File: src/design/fpa_pkg.sv
`default_nettype none
package fpa_pkg;

	localparam int unsigned DATA_W = 32;

	localparam logic [2:0] MODE_ADD = 3'd0;
	localparam logic [2:0] MODE_SUB = 3'd1;
	localparam logic [2:0] MODE_MUL = 3'd2;
	localparam logic [2:0] MODE_DIV = 3'd3;
	localparam logic [2:0] MODE_MIN = 3'd4;
	localparam logic [2:0] MODE_MAX = 3'd5;
	localparam logic [2:0] MODE_I2F = 3'd6;
	localparam logic [2:0] MODE_F2I = 3'd7;

	// per-item fields that ride alongside the divider
	typedef struct packed {
		logic [2:0]        mode;
		logic [DATA_W-1:0] ua;
		logic [DATA_W-1:0] ub;
		logic              gt;
		logic              lt;
		logic              eq;
		logic              neg_a;
		logic              neg_res;
		logic [DATA_W-1:0] ma;
		logic [DATA_W-1:0] mb;
		logic [63:0]       prod;
	} side_t;

endpackage
`default_nettype wire

File: src/design/fpa_div_step.sv
`default_nettype none
module fpa_div_step #(
	parameter int unsigned NW = 40
) (
	input  wire logic                 clk,
	input  wire logic                 arst_n,
	input  wire logic                 en,
	input  wire logic                 in_valid,
	input  wire fpa_pkg::side_t       in_side,
	input  wire logic [31:0]          in_rem,
	input  wire logic [NW-1:0]        in_quo,
	output logic                      out_valid,
	output fpa_pkg::side_t            out_side,
	output logic [31:0]               out_rem,
	output logic [NW-1:0]             out_quo
);
	import fpa_pkg::*;

	logic [32:0] trial;
	logic [32:0] diff;
	logic        take;
	logic        valid_s1;
	side_t       side_s1;
	logic [31:0] rem_s1;
	logic [NW-1:0] quo_s1;

	// one restoring step: numerator bits leave the top of quo, quotient bits enter below
	assign trial = {in_rem, in_quo[NW-1]};
	assign diff  = trial - {1'b0, in_side.mb};
	assign take  = ~diff[32];

	always_ff @(posedge clk or negedge arst_n) begin
		if (!arst_n) begin
			valid_s1 <= 1'b0;
		end else if (en) begin
			valid_s1 <= in_valid;
		end
	end

	always_ff @(posedge clk) begin
		if (en) begin
			side_s1 <= in_side;
			rem_s1  <= take ? diff[31:0] : trial[31:0];
			quo_s1  <= {in_quo[NW-2:0], take};
		end
	end

	assign out_valid = valid_s1;
	assign out_side  = side_s1;
	assign out_rem   = rem_s1;
	assign out_quo   = quo_s1;

endmodule
`default_nettype wire

File: config.mk
export PLATFORM = sky130hd
export DESIGN_NAME = fpa_div_step
export DESIGN_NICKNAME = d
export VERILOG_FILES = /design/src/design/fpa_pkg.sv /design/src/design/fpa_div_step.sv
export SDC_FILE = /design/constraint.sdc
export NUM_CORES = 1
export LEC_CHECK = 0
export BUFFER_PORTS_ARGS = -buffer_cell sky130_fd_sc_hd__buf_2
export CAP_MARGIN = 40
export CELL_PAD_IN_SITES_DETAIL_PLACEMENT = 1
export CELL_PAD_IN_SITES_GLOBAL_PLACEMENT = 2
export CORE_AREA = 2 2 212 214
export DETAILED_ROUTE_END_ITERATION = 10
export DIE_AREA = 0 0 214 216
export MAX_ROUTING_LAYER = met4
export PLACE_DENSITY = 0.68
export SYNTH_ARGS = -nofsm -noshare
export SYNTH_HDL_FRONTEND = slang
export SYNTH_SLANG_ARGS = --single-unit
File: constraint.sdc
create_clock -name clk -period 1.7 [get_ports clk]
set_input_delay 0.34 -clock clk [delete_from_list [all_inputs] [get_ports clk]]
set_output_delay 0.34 -clock clk [all_outputs]
set_load 0.01 [all_outputs]
=== After elaboration in Yosys (flattened, before gate mapping) ===
Index checks and enable logic that the tools add are counted.

* Bits in registers: 273
* Input port bits: 276
* Output and inout port bits: 273
* Word-level logic and storage cells: 17

* $add $sub $neg: 1
* Multiplexer cells: 1
* Bitwise logic cells: 1

{| class="wikitable"
|+ Operator list
! operator !! number
|-
| 33-bit by 32-bit subtractor with 33-bit output || 1
|-
| 32-bit 2-to-1 mux || 1
|-
| 1-bit inverter || 1
|}

=== Logic depth before layout (Yosys ltp) ===
* Depth after elaboration: 2
* Depth in mapped cells: 13

=== Worst setup path after synthesis ===
Ideal clock, no wire load.

* Path kind: input-to-reg
* Start: input in_side[80] in the netlist's numbering
* End: register rem_s1[10], in the netlist out_rem[10] (data pin)
* Setup time: 260 ps
* Data arrival time: 2611 ps
* Setup slack: -1172 ps
* Stages: 12
* Path buffers: 2
* Cells stage by stage: inv_1 -> ha_1 -> buf_6 -> a21oi_4 -> o211ai_1 -> a221o_1 -> a211o_1 -> o21a_1 -> o211ai_4 -> inv_2 -> buf_6 -> mux2_4

* Cells in the longest elaborated chain, start to end: 2

{| class="wikitable"
|+ RTL lines
! element !! line !! text
|-
| from (decl) || fpa_div_step.sv:9 || <nowiki>input wire fpa_pkg::side_t in_side,</nowiki>
|-
| 33-bit by 32-bit subtractor with 33-bit output || fpa_div_step.sv:29 || <nowiki>assign diff = trial - {1'b0, in_side.mb};</nowiki>
|-
| 32-bit 2-to-1 mux || fpa_div_step.sv:43 || <nowiki>rem_s1 <= take ? diff[31:0] : trial[31:0];</nowiki>
|-
| to (signal assigned) || fpa_div_step.sv:43 ||
|-
| to (decl) || fpa_div_step.sv:24 || <nowiki>logic [31:0] rem_s1;</nowiki>
|}

No other way between the ends.
A chain may end at the register's enable or synchronous reset.

=== Worst setup path in the final report ===
* Start: input in_rem[15]
* End: register rem_s1[4], in the netlist out_rem[4] (data pin)

* Cells in the longest elaborated chain, start to end: 2

{| class="wikitable"
|+ RTL lines
! element !! line !! text
|-
| from (decl) || fpa_div_step.sv:10 || <nowiki>input wire logic [31:0] in_rem,</nowiki>
|-
| 33-bit by 32-bit subtractor with 33-bit output || fpa_div_step.sv:29 ||
|-
| 32-bit 2-to-1 mux || fpa_div_step.sv:43 ||
|}

No other way between the ends.

==> results.sh <==
export IMPL_die_h_um=216
export IMPL_grt_usage=0.220
export IMPL_stdcell_count=2223
export IMPL_rsz0062_at_grt="yes"
export IMPL_ys_ff_latch=273
export IMPL_clkPwrFrac=0.383
export IMPL_clk_latency_ns=0.54
export IMPL_p_int_mw=14.6
export IMPL_wl_met2_mm=26.0
export IMPL_antenna_left=0
export IMPL_swShare=0.258
export IMPL_clock_path_buffers=3
export IMPL_row_count=77
export IMPL_leakagePower_nw=8.46
export IMPL_ys_warn_count=0
export IMPL_cts_root_buf="clkbuf_16"
export IMPL_slowest_delay_ns=0.38
export IMPL_io_buffers=548
export IMPL_final_common_cell="buf_2"
export IMPL_most_common_layout_cells="buf_2 (542), edfxtp_1 (272), dlygate4sd3_1 (235), buf_4 (149), nand2_1 (43)"
export IMPL_drt_met1_wl_mm=18.5
export IMPL_maxCapViolCount=0
export IMPL_pin_count=549
export IMPL_slowest_stage="a221o_1"
export IMPL_grt_ovfl_total=0
export IMPL_fmax_mhz=416
export IMPL_place_congestion=0.895
export IMPL_syn_to_final_growth_pct=80.0
export IMPL_max_slew_margin=0.715
export IMPL_multi_input_area_sq_um=2480
export IMPL_drc=0
export IMPL_setup_ws_ns=-0.701
export IMPL_dp_slack_ns=-1.46
export IMPL_highest_layer="met4"
export IMPL_finalNetCount=1904
export IMPL_wl_met3_mm=3.35
export IMPL_cts_tree="done"
export IMPL_peakVddDrop_mv=0.593
export IMPL_cts_htree_levels=2
export IMPL_placed_cells=1898
export IMPL_netSwitchingPower_mw=5.07
export IMPL_grt_pass1_vias=10300
export IMPL_hold_ws_ns=0.0330
export IMPL_cp_arrival_ns=2.67
export IMPL_numClockSinks=273
export IMPL_post_drt_wl_per_cell_um=22.5
export IMPL_fp_coreArea_sq_um=43800
export IMPL_fp_dieW_um=214
export IMPL_period_needed_ns=2.40
export IMPL_vias=9503
export IMPL_setup_viol=33
export IMPL_violations="negative setup slack"
export IMPL_drt_total_wl_mm=50.0
export IMPL_fin_skew_ns=0
export IMPL_path_max_fanout=8
export IMPL_pwr_density_cell_nw_per_um2=1020
export IMPL_syn_area_per_cell_sq_um=16.8
export IMPL_synthFlopType="edfxtp_1"
export IMPL_seq_area_frac_synth=0.769
export IMPL_finalCritPeriodShare=1.41
export IMPL_crit_type="in2reg"
export IMPL_crit_chain="buf_8 -> ha_4 -> a21oi_4 -> o211ai_1 -> a221o_1 -> a211o_1 -> o211ai_1 -> o211ai_4 -> inv_4 -> buf_12 -> mux2_4"
export IMPL_crit_path_frequent_cell="o211ai_1"
export IMPL_critPathLaunchType="input port"
export IMPL_syn_area_sq_um=10700
export IMPL_die_area_sq_um=46200
export IMPL_antenna_found_initial=13
export IMPL_comb_power_share=0.195
export IMPL_syn_nets=943
export IMPL_synthArstFlopShare=0.00366
export IMPL_dr_pass1_iters=5
export IMPL_drive_gt1_frac=0.501
export IMPL_outcome="finished with violations"
export IMPL_hold_violations=0
export IMPL_tightest_slew_ns=0.424
export IMPL_end_kind="register"
export IMPL_synth_edff_count=272
export IMPL_clk_pin_slew_ns=0.06
export IMPL_sequentialPowerShare=0.422
export IMPL_grt_max_degree=52
export IMPL_numCtsBuffers=34
export IMPL_fillCellCount=4696
export IMPL_hpwl_mm=36.3
export IMPL_seqCellArea_sq_um=8190
export IMPL_slew_violations=0
export IMPL_synth_cell_types=51
export IMPL_synth_cells=634
export IMPL_final_util=0.438
export IMPL_grt_first_pass_wirelength_mm=71.8
export IMPL_avgViaCountPerCell=4.27
export IMPL_drt_initial_drc_count=577
export IMPL_required_ns=1.97
export IMPL_initial_utilization=0.243
export IMPL_hold_path_class="in2reg"
-- cell families (layout without fill, tap and decap cells) --
logic type               after synthesis  in the layout  synth area share
AO/OA/AOI/OAI                        120            120            0.0748
XOR/XNOR                              24             24            0.0197
adder cells (fa/ha/maj)               33             33            0.0394
buffers and inverters                 57           1042            0.0223
flip-flops                           273            273             0.769
multiplexers                          19             19            0.0264
other                                  0             12                 0
AND/OR/NAND/NOR                      108            108            0.0486
-- stage by stage --
stage               TNS [ns]  total power, mW  area, sq um
finish                -19.74             19.6        19200
global route          -21.99             20.4        19200
CTS                   -19.98             19.7        19000
detailed placement    -44.93             11.6        15200
global placement      -42.04             11.5        15200
floorplan             -30.87             9.68        10800
-- synthesized netlist by cell type (2+ instances only) --
cell       count  area share
nand3_1       11      0.0052
and2_1         3      0.0018
nor2_1        16      0.0056
xnor2_1       14       0.012
o31ai_1        5      0.0035
inv_1         41       0.014
a21o_1        15       0.011
mux2_4        18       0.025
clkbuf_1      11      0.0039
o21a_1         6      0.0042
edfxtp_1     272        0.77
o41ai_1        2      0.0016
buf_6          3      0.0032
nand2b_1       5      0.0029
a211oi_1       4      0.0028
nor2b_1        5      0.0029
o211ai_1       8      0.0056
xor2_1        10      0.0082
a31oi_1        2      0.0012
ha_1          32       0.038
a21oi_1       34       0.016
and3_1         6      0.0035
a21boi_0       2      0.0014
nor3_1         4      0.0019
nand4_1        7      0.0041
o2111ai_1      2      0.0016
o21ai_0       24       0.011
and4_1         2      0.0016
o21bai_1       5      0.0035
nand2_1       44       0.015
-- registers in the layout (all words and copies together), names as in the netlist --
signal     flops
out_valid      1
out_rem       32
out_side     200
out_quo       40
-- layout make-up --
type	instances	area share
Antenna cell	12	0.00157
Clock inverter	19	0.0130
Inverter	42	0.00900
Timing Repair Buffer	940	0.334
Tap cell	592	0.0386
Multi-Input combinational cell	304	0.130
Clock buffer	41	0.0468
Sequential cell	273	0.427
-- path summary, 6_finish.rpt --
kind | startpoint | end | slack, ns | cells after the start
max | in_rem[15] | out_rem[4] | -0.70 | 11
min | in_valid | out_valid | 0.03 | 2
max reg2reg | out_valid | out_valid | 0.97 | 1
min reg2reg | out_valid | out_valid | 0.50 | 1
max in group asynchronous | arst_n | out_valid | 1.46 | 2
min in group asynchronous | arst_n | out_valid | 0.13 | 2
-- what timing repair did --
item,4_1_cts,5_1_grt
setup endpoints to repair,33,33
pin swaps,24,22
hold endpoints to repair,235,0
hold buffers,235,0
gates cloned,1,0
buffers inserted,9,8
gates resized for setup,34,23
-- power groups by stage --
stage | Combinational, mW | Sequential, mW | Clock, mW
finish | 3.83 | 8.29 | 7.52
CTS | 3.78 | 8.28 | 7.69
floorplan | 0.939 | 8.74 | 0
global placement | 3.12 | 8.39 | 0
global route | 4.11 | 8.35 | 7.95
detailed placement | 3.17 | 8.40 | 0
-- critical path, delay by kind of cell --
family | cells | cell delay, ns
AO/OA/AOI/OAI | 6 | 1.35
buffers and inverters | 3 | 0.41
multiplexers | 1 | 0.30
adder cells (fa/ha/maj) | 1 | 0.27
-- per-layer routing --
layer / global-route usage / vias up
met3: 0.0634 / 80
met4: 0.0949 / 0
met2: 0.383 / 374
li1: - / 4358
met5: - / -
met1: 0.232 / 4691
(Power assumes the default switching activity.)
